==> config.mk <==
export PLATFORM = sky130hd
export DESIGN_NAME = scc_vote
export DESIGN_NICKNAME = d
export VERILOG_FILES = /design/src/scc_pkg.sv /design/src/scc_vote.sv
export SDC_FILE = /design/constraint.sdc
export NUM_CORES = 1
export LEC_CHECK = 0
export BUFFER_PORTS_ARGS = -buffer_cell sky130_fd_sc_hd__clkbuf_2
export CAP_MARGIN = 20
export CORE_AREA = 2 2 132 108
export DETAILED_ROUTE_END_ITERATION = 10
export DIE_AREA = 0 0 134 110
export PLACE_DENSITY_LB_ADDON = 0.15
export SETUP_SLACK_MARGIN = 0.05
export SYNTH_ARGS = -nofsm -noshare
export SYNTH_HDL_FRONTEND = slang
export SYNTH_SLANG_ARGS = --single-unit
==> constraint.sdc <==
create_clock -name vclk -period 20.5
set_clock_uncertainty 0.1 [all_clocks]
set_input_delay 4.1 -clock vclk [all_inputs]
set_output_delay 4.1 -clock vclk [all_outputs]
set_load 0.02 [all_outputs]
==> src/scc_pkg.sv <==
// Shared widths and the per-item control bundle for the consensus counter.
`default_nettype none
package scc_pkg;

  localparam int BASE_W    = 2;
  localparam int SHIFT_W   = 7;
  localparam int POS_W     = 7;
  localparam int NUM_BASES = 4;

  typedef struct packed {
    logic [BASE_W-1:0] base;
    logic              restart;
    logic              last;
    logic [POS_W-1:0]  position;
  } item_ctl_t;

endpackage
`default_nettype wire

==> src/scc_vote.sv <==
// Saturating count update and plurality vote (ties go to the lowest base) for one position.
`default_nettype none
module scc_vote #(
  parameter int COUNT_BITS = 16
) (
  input  wire logic [4*COUNT_BITS-1:0]     word_in,
  input  wire logic [scc_pkg::BASE_W-1:0]  base,
  input  wire logic                        restart,
  output logic [4*COUNT_BITS-1:0]          word_out,
  output logic [scc_pkg::BASE_W-1:0]       best
);

  logic [COUNT_BITS-1:0]      cnt [scc_pkg::NUM_BASES];
  logic [COUNT_BITS-1:0]      best_val;

  always_comb begin
    for (int b = 0; b < scc_pkg::NUM_BASES; b++) begin
      if (restart) begin
        cnt[b] = (scc_pkg::BASE_W'(b) == base) ? COUNT_BITS'(1) : '0;
      end else begin
        cnt[b] = word_in[b*COUNT_BITS +: COUNT_BITS];
        if (scc_pkg::BASE_W'(b) == base && cnt[b] != '1) begin
          cnt[b] = cnt[b] + COUNT_BITS'(1);
        end
      end
    end
    best     = '0;
    best_val = '0;
    for (int b = 0; b < scc_pkg::NUM_BASES; b++) begin
      word_out[b*COUNT_BITS +: COUNT_BITS] = cnt[b];
      if (cnt[b] > best_val) begin
        best_val = cnt[b];
        best     = scc_pkg::BASE_W'(b);
      end
    end
  end

endmodule
`default_nettype wire

==> impl_metrics.py <==
metrics = {
    "run_status": {
        "outcome": "completed",
    },
    "place": {
        "portBuffers": 133,
        "place_area_mm2": 0.00425,
        "gp_congestion": 0.885,
        "post-place-cells": 815,
        "detailedPlace.worstSlack_ns": 4.70,
        "dp.final_hpwl_um": 11200,
    },
    "clock_tree": {
        "cts.repair_timing.setup_buffer_count": 0,
        "postCtsResizedCells": 0,
        "holdBufCountCts": 0,
    },
    "layout": {
        "final_nets": 757,
        "clk_buf": 0,
        "post_route_cells_drive_above_1_share": 0.253,
        "commonest_non_fill_non_tap_cell_in_the_layout": "sky130_fd_sc_hd__clkbuf_2",
        "antenna_cells": 0,
        "post_route_non_filler_standard_cell_count": 816,
        "seq_cells": 0,
        "mostFrequentLayoutCells": "sky130_fd_sc_hd__clkbuf_2 (133), sky130_fd_sc_hd__ha_1 (52), sky130_fd_sc_hd__inv_1 (46), sky130_fd_sc_hd__nand2_1 (46), sky130_fd_sc_hd__nor2_1 (44)",
        "ff_latch_area_um2": 0,
        "post_route_cell_area_mm2": 0.00426,
        "synthToLayoutAreaGrowth_pct": 24.0,
    },
    "worst_setup_path": {
        "end_kind": "output port",
        "crit_path_max_incr_delay_ns": 0.61,
        "crit_top_cell": "sky130_fd_sc_hd__o21ai_0",
        "critical_path_required_ns": 16.30,
        "critical_path_depth": 29,
        "cpLargestDelayFamily": "compound AO/OA/AOI/OAI gates",
        "crit_type": "in2out",
        "start_kind": "primary input",
        "startpoint": "word_in[26]",
        "cp-endpoint": "best[0]",
        "crit_buf_inv": 5,
        "arrival_ns": 11.50,
        "cp_slowest_cell": "sky130_fd_sc_hd__nor4_1",
        "path_max_fanout": 17,
    },
    "drt": {
        "num_vias": 4112,
        "drt_iter0_markers": 212,
        "drt_pass1_iterations": 4,
        "drtAntennaViolNets": 0,
        "total_routed_length_um": 12800,
        "drt_drc_violations_left": 0,
        "routedWlPerCell_um": 15.7,
        "route.detailed.vias_per_inst": 5.04,
    },
    "logic_synthesis": {
        "synthDominantCellAreaShare": 0.189,
        "post_synthesis_sequential_area_ratio": 0,
        "synth_cell_type_count": 57,
        "postSynthNetCount": 637,
        "synthesis.area_mm2": 0.00344,
        "synth.area.top_cells": "sky130_fd_sc_hd__ha_1 (19%), sky130_fd_sc_hd__xor2_1 (6.6%), sky130_fd_sc_hd__mux2i_1 (5.8%)",
        "synth_area_leader_cell": "sky130_fd_sc_hd__ha_1",
        "yosysWarnings": 0,
        "post_synth_inst_count": 518,
        "avgSynthCellArea_um2": 6.63,
    },
    "floorplanning": {
        "initial_utilization": 0.257,
        "floorplan.die_area_mm2": 0.0147,
        "core_mm2": 0.0134,
        "placement_rows": 38,
        "die_height_um": 110,
        "top_level_ports": 133,
        "dieWidth_um": 134,
    },
    "global_route": {
        "groute.usage.overall": 0.169,
        "number_of_global_route_vias_before_repair": 3872,
        "overflow": 0,
        "grt_antenna_before_repair": 0,
        "first_pass_grt_wire_length_um": 20300,
        "grt_start_max_net_pins": 74,
    },
    "power_and_ir_drop": {
        "switching_share": 0.624,
        "p_leak_uw": 0.00208,
        "power_switching_uw": 75.6,
        "power.sequential.fraction": 0,
        "cellInternalPower_uw": 45.6,
        "comb_power_share": 1.000,
        "powerDensity_mw_per_mm2": 28.4,
        "worst_ir_drop_vdd_mv": 0.00763,
        "clock_power_share": 0,
    },
    "timing": {
        "grt_setup_unrepaired": "false",
        "timing_hold_violations_final": 0,
        "final_min_period_over_clock_period": 0.766,
        "drv_slew": 0,
        "fmaxAchievable_mhz": 63.7,
        "finalWorstSetupSlack_ns": 4.80,
        "holdWs_ns": 8.52,
        "max_slew_margin": 0.513,
        "tightestPinTransition_ns": 0.728,
        "period_needed_ns": 15.70,
        "setup_viol": 0,
        "totalNegativeSetupSlack_ns": 0,
    },
    "min_path": {
        "timing.hold.worst.class": "in2out",
    },
    "flow_run": {
        "max_cap_viol_count": 0,
    },
}
## kinds of logic (layout without fill, tap and decap cells)
group / count (synthesis) / count (layout) / share of synthesized area
and+or+nand+nor: 229 / 229 / 0.362
AOI/OAI and AO/OA: 115 / 115 / 0.212
buffers and inverters: 64 / 182 / 0.0812
adders and majority gates: 52 / 52 / 0.189
xor gates and xnor gates: 37 / 37 / 0.0943
muxes: 21 / 21 / 0.0615
## synth_stat cells, drive strengths merged, types with 2 or more instances
| cell type | count |
|---|---|
| nand3 | 22 |
| and4 | 10 |
| nand2 | 47 |
| nor3b | 2 |
| o31ai | 5 |
| or2 | 6 |
| a21o | 8 |
| ha | 52 |
| nor2 | 44 |
| or3 | 9 |
| and3 | 9 |
| o21a | 5 |
| and3b | 2 |
| nor3 | 10 |
| mux2i | 20 |
| nand4 | 26 |
| nor2b | 9 |
| o21ai | 38 |
| xor2 | 26 |
| a211oi | 6 |
| a31oi | 6 |
| or4 | 4 |
| buf | 7 |
| nor4 | 9 |
| clkbuf | 11 |
| nand2b | 15 |
| and2 | 3 |
| xnor2 | 11 |
| a21oi | 38 |
| inv | 46 |
## stage by stage
step,utilization,total power (uW)
finish,0.319,121
global placement,0.318,119
CTS,0.318,121
detailed placement,0.318,121
global route,0.319,136
floorplan,-,81.3
## worst min path at each step
stage | startpoint | end | slack (ns) | depth (start not counted)
after detailed placement | word_in[49] | word_out[49] | 8.52 | 4
after global routing | word_in[49] | word_out[49] | 8.54 | 4
after global placement | word_in[49] | word_out[49] | 8.51 | 4
after CTS | word_in[49] | word_out[49] | 8.52 | 4
final | word_in[49] | word_out[49] | 8.52 | 4
after floorplan | word_in[31] | word_out[31] | 8.28 | 2
## power groups by stage
stage                     clock (uW)  combinational [uW]  sequential [uW]
after floorplan                    0                81.3                0
after global placement             0                 119                0
after detailed placement           0                 121                0
after CTS                          0                 121                0
after global routing               0                 136                0
final                              0                 121                0
## cell type report
| class | instances | area (um^2) |
|---|---|---|
| fillers | 1500 | 9100 |
| inverters | 46 | 173 |
| multi-input cells | 454 | 3170 |
| well taps | 180 | 225 |
| repair buffers | 136 | 692 |
## layer usage
metal	vias up	global-route usage	part of all wire
met2	117	0.272	0.42
li1	2127	-	-
met5	-	0	0
met4	0	0	0
met1	1868	0.260	0.53
met3	0	0.0123	0.049
No activity file was read; power rests on OpenSTA's default activity.
