`src/scc_pkg.sv`:
```
// Shared widths and the per-item control bundle for the consensus counter.
`default_nettype none
package scc_pkg;

  localparam int BASE_W    = 2;
  localparam int SHIFT_W   = 7;
  localparam int POS_W     = 7;
  localparam int NUM_BASES = 4;

  typedef struct packed {
    logic [BASE_W-1:0] base;
    logic              restart;
    logic              last;
    logic [POS_W-1:0]  position;
  } item_ctl_t;

endpackage
`default_nettype wire

```
`src/scc_front.sv`:
```
// Position counter, latched read mode and source address generation.
`default_nettype none
module scc_front #(
  parameter int READ_LEN = 100,
  parameter int IDX_W    = 7
) (
  input  wire logic                        clk,
  input  wire logic                        rst,
  input  wire logic                        accept,
  input  wire logic [scc_pkg::BASE_W-1:0]  base,
  input  wire logic                        first,
  input  wire logic                        start_new,
  input  wire logic                        complement,
  input  wire logic [scc_pkg::SHIFT_W-1:0] shift,
  output scc_pkg::item_ctl_t               ctl,
  output logic [IDX_W-1:0]                 idx,
  output logic                             rd_en,
  output logic [IDX_W-1:0]                 rd_addr
);

  localparam int SRC_W = ((IDX_W > scc_pkg::SHIFT_W) ? IDX_W : scc_pkg::SHIFT_W) + 1;

  logic [IDX_W-1:0]            pos_counter;
  logic                        lat_start_new;
  logic                        lat_complement;
  logic [scc_pkg::SHIFT_W-1:0] lat_shift;

  logic                        cur_start_new;
  logic                        cur_complement;
  logic [scc_pkg::SHIFT_W-1:0] cur_shift;
  logic [IDX_W-1:0]            pos;
  logic [SRC_W-1:0]            src;
  logic                        restart;

  always_comb begin
    cur_start_new  = first ? start_new  : lat_start_new;
    cur_complement = first ? complement : lat_complement;
    cur_shift      = first ? shift      : lat_shift;
    pos            = first ? '0 : pos_counter;
    src            = SRC_W'(pos) + SRC_W'(cur_shift);
    restart        = cur_start_new || (src >= SRC_W'(READ_LEN));
    ctl.base       = cur_complement ? (scc_pkg::BASE_W'(scc_pkg::NUM_BASES - 1) - base) : base;
    ctl.restart    = restart;
    ctl.last       = (pos == IDX_W'(READ_LEN - 1));
    ctl.position   = scc_pkg::POS_W'(pos);
    idx            = pos;
    rd_en          = accept && !restart;
    rd_addr        = src[IDX_W-1:0];
  end

  always_ff @(posedge clk) begin
    if (rst) begin
      pos_counter    <= '0;
      lat_start_new  <= 1'b0;
      lat_complement <= 1'b0;
      lat_shift      <= '0;
    end else if (accept) begin
      pos_counter <= (pos == IDX_W'(READ_LEN - 1)) ? '0 : pos + IDX_W'(1);
      if (first) begin
        lat_start_new  <= start_new;
        lat_complement <= complement;
        lat_shift      <= shift;
      end
    end
  end

endmodule
`default_nettype wire

```
`config.mk`:
```
export PLATFORM = sky130hd
export DESIGN_NAME = scc_front
export DESIGN_NICKNAME = d
export VERILOG_FILES = /design/src/scc_pkg.sv /design/src/scc_front.sv
export SDC_FILE = /design/constraint.sdc
export NUM_CORES = 1
export LEC_CHECK = 0
export BUFFER_PORTS_ARGS = -buffer_cell sky130_fd_sc_hd__buf_2
export CORE_MARGIN = 8
export CORE_UTILIZATION = 46
export DETAILED_ROUTE_END_ITERATION = 10
export HOLD_SLACK_MARGIN = 0.03
export PLACE_DENSITY = 0.76
export SYNTH_ARGS = -nofsm -noshare
export SYNTH_HDL_FRONTEND = slang
export SYNTH_SLANG_ARGS = --single-unit
```
`constraint.sdc`:
```
create_clock -name clk -period 2.52 [get_ports clk]
set_input_delay 0.126 -clock clk [delete_from_list [all_inputs] [get_ports clk]]
set_output_delay 0.126 -clock clk [all_outputs]
set_load 0.02 [all_outputs]
```
==> results.cfg, run 1 <==
[sta]
layout_min_cycle_time_ps = 2602
slew-limit-headroom_pct = 64.22
worst-slew-pin-transition_ps = 530.0
rsz0062_at_grt = yes
setup_slack_ps = -81.60
timing.final.crit_share_pct = 103.2
totalNegativeSetupSlack_ps = -135.1
finalHoldViolCount = 0
drv_slew = 0
timing.fmax_ghz = 0.3844
finClkSkew_ps = 0.7840
finalSetupViolCount = 2

[cts]
path_clk_slew_ps = 110
cts-root-to-sink-buffers = 2
buffer_cell_driving_the_clock_tree_root = sky130_fd_sc_hd__clkbuf_4
h-tree-depth = 1
sink_count_of_the_clock_tree = 16
clock_latency_ps = 290
post_cts_hold_buffer_count = 0
cts_tree = done
numCtsBuffers = 3

[setup_path]
worst_r2r_startpoint = pos_counter[1]
crit_buf_inv = 3
worst-r2r-cell-count = 9
startpoint_type = register
timing.reg2reg.setup_slack_ps = 540
cpMostUsedCell = sky130_fd_sc_hd__inv_2
end_kind = primary output
cp_cell_sequence = mux2_4 > ha_4 > inv_2 > fa_2 > inv_2 > o2111a_2 > or3_4 > a211o_1 > a31o_1 > buf_6
critical_path_class = reg -> out
required_time_at_the_endpoint_of_the_critical_path_ps = 2390
crit_family = compound AO/OA/AOI/OAI gates
end_of_the_worst_register_to_register_path = pos_counter[3]
critPathMaxFanout = 3
cpPeakStageDelay_ps = 340
crit_slowest_cell = sky130_fd_sc_hd__dfxtp_2
worst-endpoint-arrival_ps = 2480
worstSetupPathDepth = 10

[floorplanning]
floorplan.core_area_um2 = 2758
initial_core_util_pct = 48.00
std_cell_rows = 19
design.portCount = 41
fp.dieArea_um2 = 4850
die_height_um = 69.65
die_width_um = 69.65

[yosys]
synthesis.yosys.warnings = 0
synthesis.area_um2 = 1324
yosys_register_bits = 16
avgSynthCellArea_um2 = 8.222
yosys-top-cells-area = sky130_fd_sc_hd__dfxtp_1 24%, sky130_fd_sc_hd__mux2i_1 6.8%, sky130_fd_sc_hd__ha_1 6.6%
netlist.top_cell.by_area = sky130_fd_sc_hd__dfxtp_1
synth_cell_types = 46
synth.top_cell.area_share_pct = 24.20
synth_fp_nets = 184
post_synth_most_frequent_cells = 16 x sky130_fd_sc_hd__dfxtp_1, 13 x sky130_fd_sc_hd__nand2_1, 12 x sky130_fd_sc_hd__a21oi_1, 10 x sky130_fd_sc_hd__nor2_1
dominantRegCellSynth = sky130_fd_sc_hd__dfxtp_1
synth_sequential_area_ratio_pct = 24.20
async_reset_ff_share_pct = 0
top_count_cell_post_synth = sky130_fd_sc_hd__dfxtp_1
synth-edff-count = 0
postSynthCellCount = 161

[routing]
drtIter0Drc = 53
drcViolationCount = 0
via_count = 1364
routed_via_density = 5.780
detail_route.wl_per_cell_um = 16.63
drt_first_pass_iters = 4
final_antenna_net_count = 0
routed_wirelength_um = 3925

[power_and_ir_drop]
static-leakage-power_nw = 0.8455
power_density_of_the_placed_cells_nw_per_um2 = 373.2
worst_vdd_drop_mv = 0.3202
finalPower_mw = 0.6536

[placement]
detailedPlace.worstSlack_ps = 56.62
routabilityCongestion = 0.8421
hpwl_um = 2946
place.port_buffers = 40

[hold_path]
holdPathEnd = lat_complement
worst_hold_path.num_cells = 3
hold_path_startpoint = complement
worstHoldPathType = in -> reg

[cells_and_area]
layout-drive-gt1-share_pct = 45.37
fillCellCount = 232
nNetsFinal = 229
antenna-diode-count = 0
area_growth_pct = 32.33

[global_route]
maximum_number_of_pins_on_one_net_before_global_route_repair = 27
grt_pass1_vias = 1474
grt_pass1_wl_um = 6423
antenna_found_initial = 0
grt_util_all_layers_pct = 15.27
overflow = 0

[status]
failing_checks = setup timing
run_status = finished, violations left

[run]
timing.max_cap.violations = 0
-- power breakdown --
group	switching, mW	internal [mW]	total (mW)	leakage, nW
registers	0.00637	0.263	0.269	0.132
clock network	0.0953	0.0879	0.183	0.0210
logic	0.113	0.0883	0.201	0.692
-- logic make-up (layout without fill, tap and decap cells) --
kind of cell             after synthesis  count (layout)  share of synthesized area (%)
buffers and inverters                 23              67                          9.640
adder cells (fa/ha/maj)                8               8                          8.128
multiplexers                          14              14                          11.06
AO/OA/AOI/OAI                         38              38                          19.57
flip-flops                            16              16                          24.20
XOR/XNOR                               5               5                          3.309
AND/OR/NAND/NOR                       57              57                          24.10
-- per-layer routing --
layer	up-vias	GRT usage [%]	wire, µm
li1	658	-	-
met1	655	15.76	1556
met2	47	29.71	2142
met3	4	2.003	175
met4	0	6.250	51
met5	-	0	0
-- how the worst max path moves through the flow --
stage                       startpoint     end
final                     lat_shift[0]  ctl[8]
after global routing      lat_shift[0]  ctl[8]
after CTS                 lat_shift[0]  ctl[8]
after detailed placement         first  ctl[8]
after global placement           first   rd_en
after floorplan                  first  ctl[8]
-- layout by cell type, fill, tap and decap left out, types with 3 or more instances in the layout --
| cell | netlist | final |
|---|---|---|
| sky130_fd_sc_hd__buf_2 | 0 | 38 |
| sky130_fd_sc_hd__buf_4 | 9 | 18 |
| sky130_fd_sc_hd__nand2_1 | 13 | 13 |
| sky130_fd_sc_hd__dfxtp_1 | 16 | 12 |
| sky130_fd_sc_hd__a21oi_1 | 12 | 11 |
| sky130_fd_sc_hd__nor2_1 | 10 | 10 |
| sky130_fd_sc_hd__mux2i_1 | 9 | 9 |
| sky130_fd_sc_hd__o21ai_0 | 7 | 6 |
| sky130_fd_sc_hd__nand3b_1 | 5 | 5 |
| sky130_fd_sc_hd__ha_1 | 7 | 5 |
| sky130_fd_sc_hd__mux2_2 | 5 | 4 |
| sky130_fd_sc_hd__inv_1 | 6 | 4 |
| sky130_fd_sc_hd__nor2b_4 | 0 | 4 |
| sky130_fd_sc_hd__nand3_1 | 4 | 4 |
| sky130_fd_sc_hd__dfxtp_2 | 0 | 4 |
| sky130_fd_sc_hd__nor2b_1 | 8 | 3 |
| sky130_fd_sc_hd__xnor2_1 | 3 | 3 |
| sky130_fd_sc_hd__a211oi_1 | 4 | 3 |
| sky130_fd_sc_hd__clkbuf_4 | 0 | 3 |
-- registers in the layout, summed over array words and instances (netlist names) --
| signal | count |
|---|---|
| lat_complement | 1 |
| pos_counter | 7 |
| lat_shift | 7 |
| lat_start_new | 1 |
-- cell type report --
class / instances / area, µm² / area share (%)
Timing Repair Buffer: 57 / 336.6 / 19.21
Clock buffer: 4 / 36.28 / 2.071
Sequential cell: 16 / 325.3 / 18.57
Multi-Input combinational cell: 122 / 992.2 / 56.64
Inverter: 6 / 22.52 / 1.286
Tap cell: 31 / 38.79 / 2.214
-- stage by stage --
step | utilization (%) | instance area, µm² | instances | hold slack (ps)
after global routing | 63.52 | 1752 | 236 | 110.2
after global placement | 57.17 | 1577 | 224 | 411.8
after floorplan | - | 1389 | 161 | 289.8
after CTS | 62.70 | 1729 | 235 | 103.7
after detailed placement | 57.17 | 1577 | 224 | 415.1
final | 63.52 | 1752 | 236 | 101.6
-- worst reg2reg max path: cells and delay by family, from the launching register on --
family                   cells  cell delay, ps
AO/OA/AOI/OAI                3             720
flip-flops                   1             350
AND/OR/NAND/NOR              3             310
buffers and inverters        2             240
adder cells (fa/ha/maj)      1             240
-- what timing repair did --
| action | in CTS | in global routing |
|---|---|---|
| hold endpoints to repair | 0 | 0 |
| gates cloned | 0 | 0 |
| setup endpoints to repair | 2 | 3 |
| pin swaps | 7 | 1 |
| setup buffers | 7 | 1 |
| resized for setup | 16 | 5 |
Power figures use the tool's default switching activity.
==> inputs of run 2 (changes only) <==
- ABC_AREA: unset -> 1
- CORE_UTILIZATION: 46 -> 45
- PLACE_DENSITY: 0.76 -> 0.75
==> run 2 against run 1 <==
  * Critical endpoint is now rd_en
  * The run now ends clean
  * Flip-flop and latch count stayed put
  * Wire length fell by 22%
  * Register-to-register slack better by 190 ps
  * Power fell by 5.0%
  * Synthesized area is 4.3% lower
  * Setup slack better by 120 ps
  * Critical path depth rose by 7
  * Synthesized cell count is 24% higher
  * Die area down 1.7%
  * Non-clock buffer count down 8
  * Final cell count rose by 15%
  * Global-route usage is 3.1 points lower
==> results.cfg, run 2 <==
[yosys]
postSynthCellCount = 200
synth_sequential_area_ratio_pct = 25.30
netlist.top_cell.by_area = sky130_fd_sc_hd__dfxtp_1
synth_fp_nets = 223
top_count_cell_post_synth = sky130_fd_sc_hd__nand2_1
synthesis.yosys.warnings = 0
synthesis.area_um2 = 1266
dominantRegCellSynth = sky130_fd_sc_hd__dfxtp_1
avgSynthCellArea_um2 = 6.331
synth-edff-count = 0
post_synth_most_frequent_cells = 43 x sky130_fd_sc_hd__nand2_1, 41 x sky130_fd_sc_hd__inv_1, 20 x sky130_fd_sc_hd__a21oi_1, 19 x sky130_fd_sc_hd__o21ai_0, 16 x sky130_fd_sc_hd__dfxtp_1
yosys_register_bits = 16
yosys-top-cells-area = sky130_fd_sc_hd__dfxtp_1 25%, sky130_fd_sc_hd__nand2_1 13%, sky130_fd_sc_hd__inv_1 12%
async_reset_ff_share_pct = 0
synth_cell_types = 27
synth.top_cell.area_share_pct = 25.30

[sta]
slew-limit-headroom_pct = 53.79
finalHoldWorstSlack_ps = 71.31
setup_slack_ps = 40.92
layout_min_cycle_time_ps = 2479
totalNegativeSetupSlack_ps = 0
finClkSkew_ps = 9.526
timing.final.crit_share_pct = 98.38
drv_slew = 0
finalSetupViolCount = 0
worst-slew-pin-transition_ps = 692.4
finalHoldViolCount = 0
rsz0062_at_grt = yes
timing.fmax_ghz = 0.4034

[routing]
routed_via_density = 4.727
detail_route.wl_per_cell_um = 11.27
drt_first_pass_iters = 4
via_count = 1281
final_antenna_net_count = 0
drtIter0Drc = 42
drcViolationCount = 0
routed_wirelength_um = 3053

[setup_path]
worst_r2r_startpoint = pos_counter[0]
crit_end = rd_en
end_kind = primary output
critical_path_class = reg -> out
crit_path_start = lat_shift[0]
startpoint_type = register
end_of_the_worst_register_to_register_path = pos_counter[6]
critPathMaxFanout = 3
worst-endpoint-arrival_ps = 2350
timing.reg2reg.setup_slack_ps = 730
required_time_at_the_endpoint_of_the_critical_path_ps = 2390
worst-r2r-cell-count = 11

[cells_and_area]
antenna-diode-count = 0
finish.instance_area_um2 = 1572
nNetsFinal = 264
most_common_cell_after_layout_fill_and_taps_aside = sky130_fd_sc_hd__nand2_1
area_growth_pct = 24.11
postLayoutCoreUtil_pct = 57.99
instances_no_fill = 271
layout_common_cells = 40 x sky130_fd_sc_hd__nand2_1, 39 x sky130_fd_sc_hd__buf_2, 38 x sky130_fd_sc_hd__inv_1
reg_top3 = lat_shift: 7 flops, pos_counter: 7 flops
layout-drive-gt1-share_pct = 32.50

[cts]
h-tree-depth = 1
post_cts_hold_buffer_count = 0
buffer_cell_driving_the_clock_tree_root = sky130_fd_sc_hd__clkbuf_4
sink_count_of_the_clock_tree = 16
clock_latency_ps = 290
cts_tree = done
cts-root-to-sink-buffers = 2
numCtsBuffers = 3
path_clk_slew_ps = 100

[global_route]
grt.met3_usage_pct = 2.861
antenna_found_initial = 0
grt_use_met2_pct = 20.29
grt_pass1_wl_um = 5099
global_route.usage.met1_pct = 14.43
overflow = 0
maximum_number_of_pins_on_one_net_before_global_route_repair = 26
grt_pass1_vias = 1168
grt_util_all_layers_pct = 12.21
gr-max-usage-layer = met2

[floorplanning]
floorplan.core_area_um2 = 2710
die_width_um = 69.05
initial_core_util_pct = 46.72
design.portCount = 41
fp.dieArea_um2 = 4767
die_height_um = 69.05
std_cell_rows = 19

[hold_path]
worst_hold_path.num_cells = 2
worstHoldPathType = in -> reg

[power_and_ir_drop]
worst_vdd_drop_mv = 0.3957
finalPower_mw = 0.6213
static-leakage-power_nw = 0.8951
power_density_of_the_placed_cells_nw_per_um2 = 395.3

[placement]
postPlaceCellArea_um2 = 1459
routabilityCongestion = 0.8146
place.port_buffers = 40
detailedPlace.worstSlack_ps = 193.7
hpwl_um = 2326
post-place-cells = 262

[status]
run_status = complete, no violations

[run]
timing.max_cap.violations = 0
==> run 2: cell types whose count changed in the layout (fill, tap and decap cells not counted), sizes merged, moves of 6 or more <==
cell,before,now
inv,6,42
nand2,13,45
o21ai,7,20
mux2i,9,0
nor2b,9,0
a21oi,12,20
buf,57,49
nand3,4,10
==> run 2: critical path: stages (launching register included) <==
cell,delay [ps]
sky130_fd_sc_hd__dfxtp_2,340
sky130_fd_sc_hd__inv_2,40
sky130_fd_sc_hd__o21ai_2,150
sky130_fd_sc_hd__ha_2,210
sky130_fd_sc_hd__inv_2,40
sky130_fd_sc_hd__fa_2,380
sky130_fd_sc_hd__nor2_2,130
sky130_fd_sc_hd__nand3_2,90
sky130_fd_sc_hd__nand2_2,80
sky130_fd_sc_hd__nand2_2,50
sky130_fd_sc_hd__nand2_1,50
sky130_fd_sc_hd__nand2_1,50
sky130_fd_sc_hd__nand2_1,80
sky130_fd_sc_hd__nor2_1,50
sky130_fd_sc_hd__nand2_1,70
sky130_fd_sc_hd__nand2_2,60
sky130_fd_sc_hd__nor2_2,90
sky130_fd_sc_hd__buf_6,130
==> run 2: layout make-up <==
| cell class | instances | area (µm²) |
|---|---|---|
| clock buffer | 4 | 36.28 |
| fill | 283 | 1139 |
| inverter | 42 | 157.7 |
| multi-input combinational | 129 | 742.0 |
| sequential | 16 | 322.8 |
| tap | 31 | 38.79 |
| timing repair buffer | 49 | 274.0 |
==> run 2: worst min-delay path by stage <==
| stage | startpoint | endpoint | slack [ps] |
|---|---|---|---|
| 4_1_cts | accept | pos_counter[0] | 70 |
| 3_3_place_gp | accept | pos_counter[0] | 410 |
| 5_1_grt | accept | pos_counter[0] | 80 |
| 2_1_floorplan | accept | pos_counter[0] | 220 |
| 6_report | accept | pos_counter[0] | 70 |
| 3_5_place_dp | accept | pos_counter[0] | 400 |
==> run 2: power by group <==
part | internal (mW) | total [mW] | switching (mW)
Sequential | 0.266 | 0.270 | 0.00463
Combinational | 0.0664 | 0.179 | 0.113
Clock | 0.0880 | 0.172 | 0.0839
Total | 0.420 | 0.621 | 0.201
==> run 2: logic make-up (layout without fill, tap and decap cells) <==
kind of cell | count (synthesis) | in the layout | share of synthesized area, %
compound gates | 41 | 41 | 16.40
xor+xnor | 4 | 4 | 2.767
fa+ha+maj | 8 | 8 | 8.498
buf+inv | 55 | 95 | 18.87
flops | 16 | 16 | 25.30
simple gates | 76 | 76 | 28.16
==> run 2: per-layer routing <==
metal  wire, µm  up-vias
met3        143        2
met4         31        0
met2       1402       28
met1       1476      553
li1           -      698
met5          0        -
==> run 2: timing repair <==
| action | in CTS | in global routing |
|---|---|---|
| setup buffers | 0 | 5 |
| endpoints found under the hold margin | 0 | 0 |
| pin swaps | 1 | 12 |
| resized for setup | 6 | 13 |
| setup endpoints to repair | 2 | 2 |
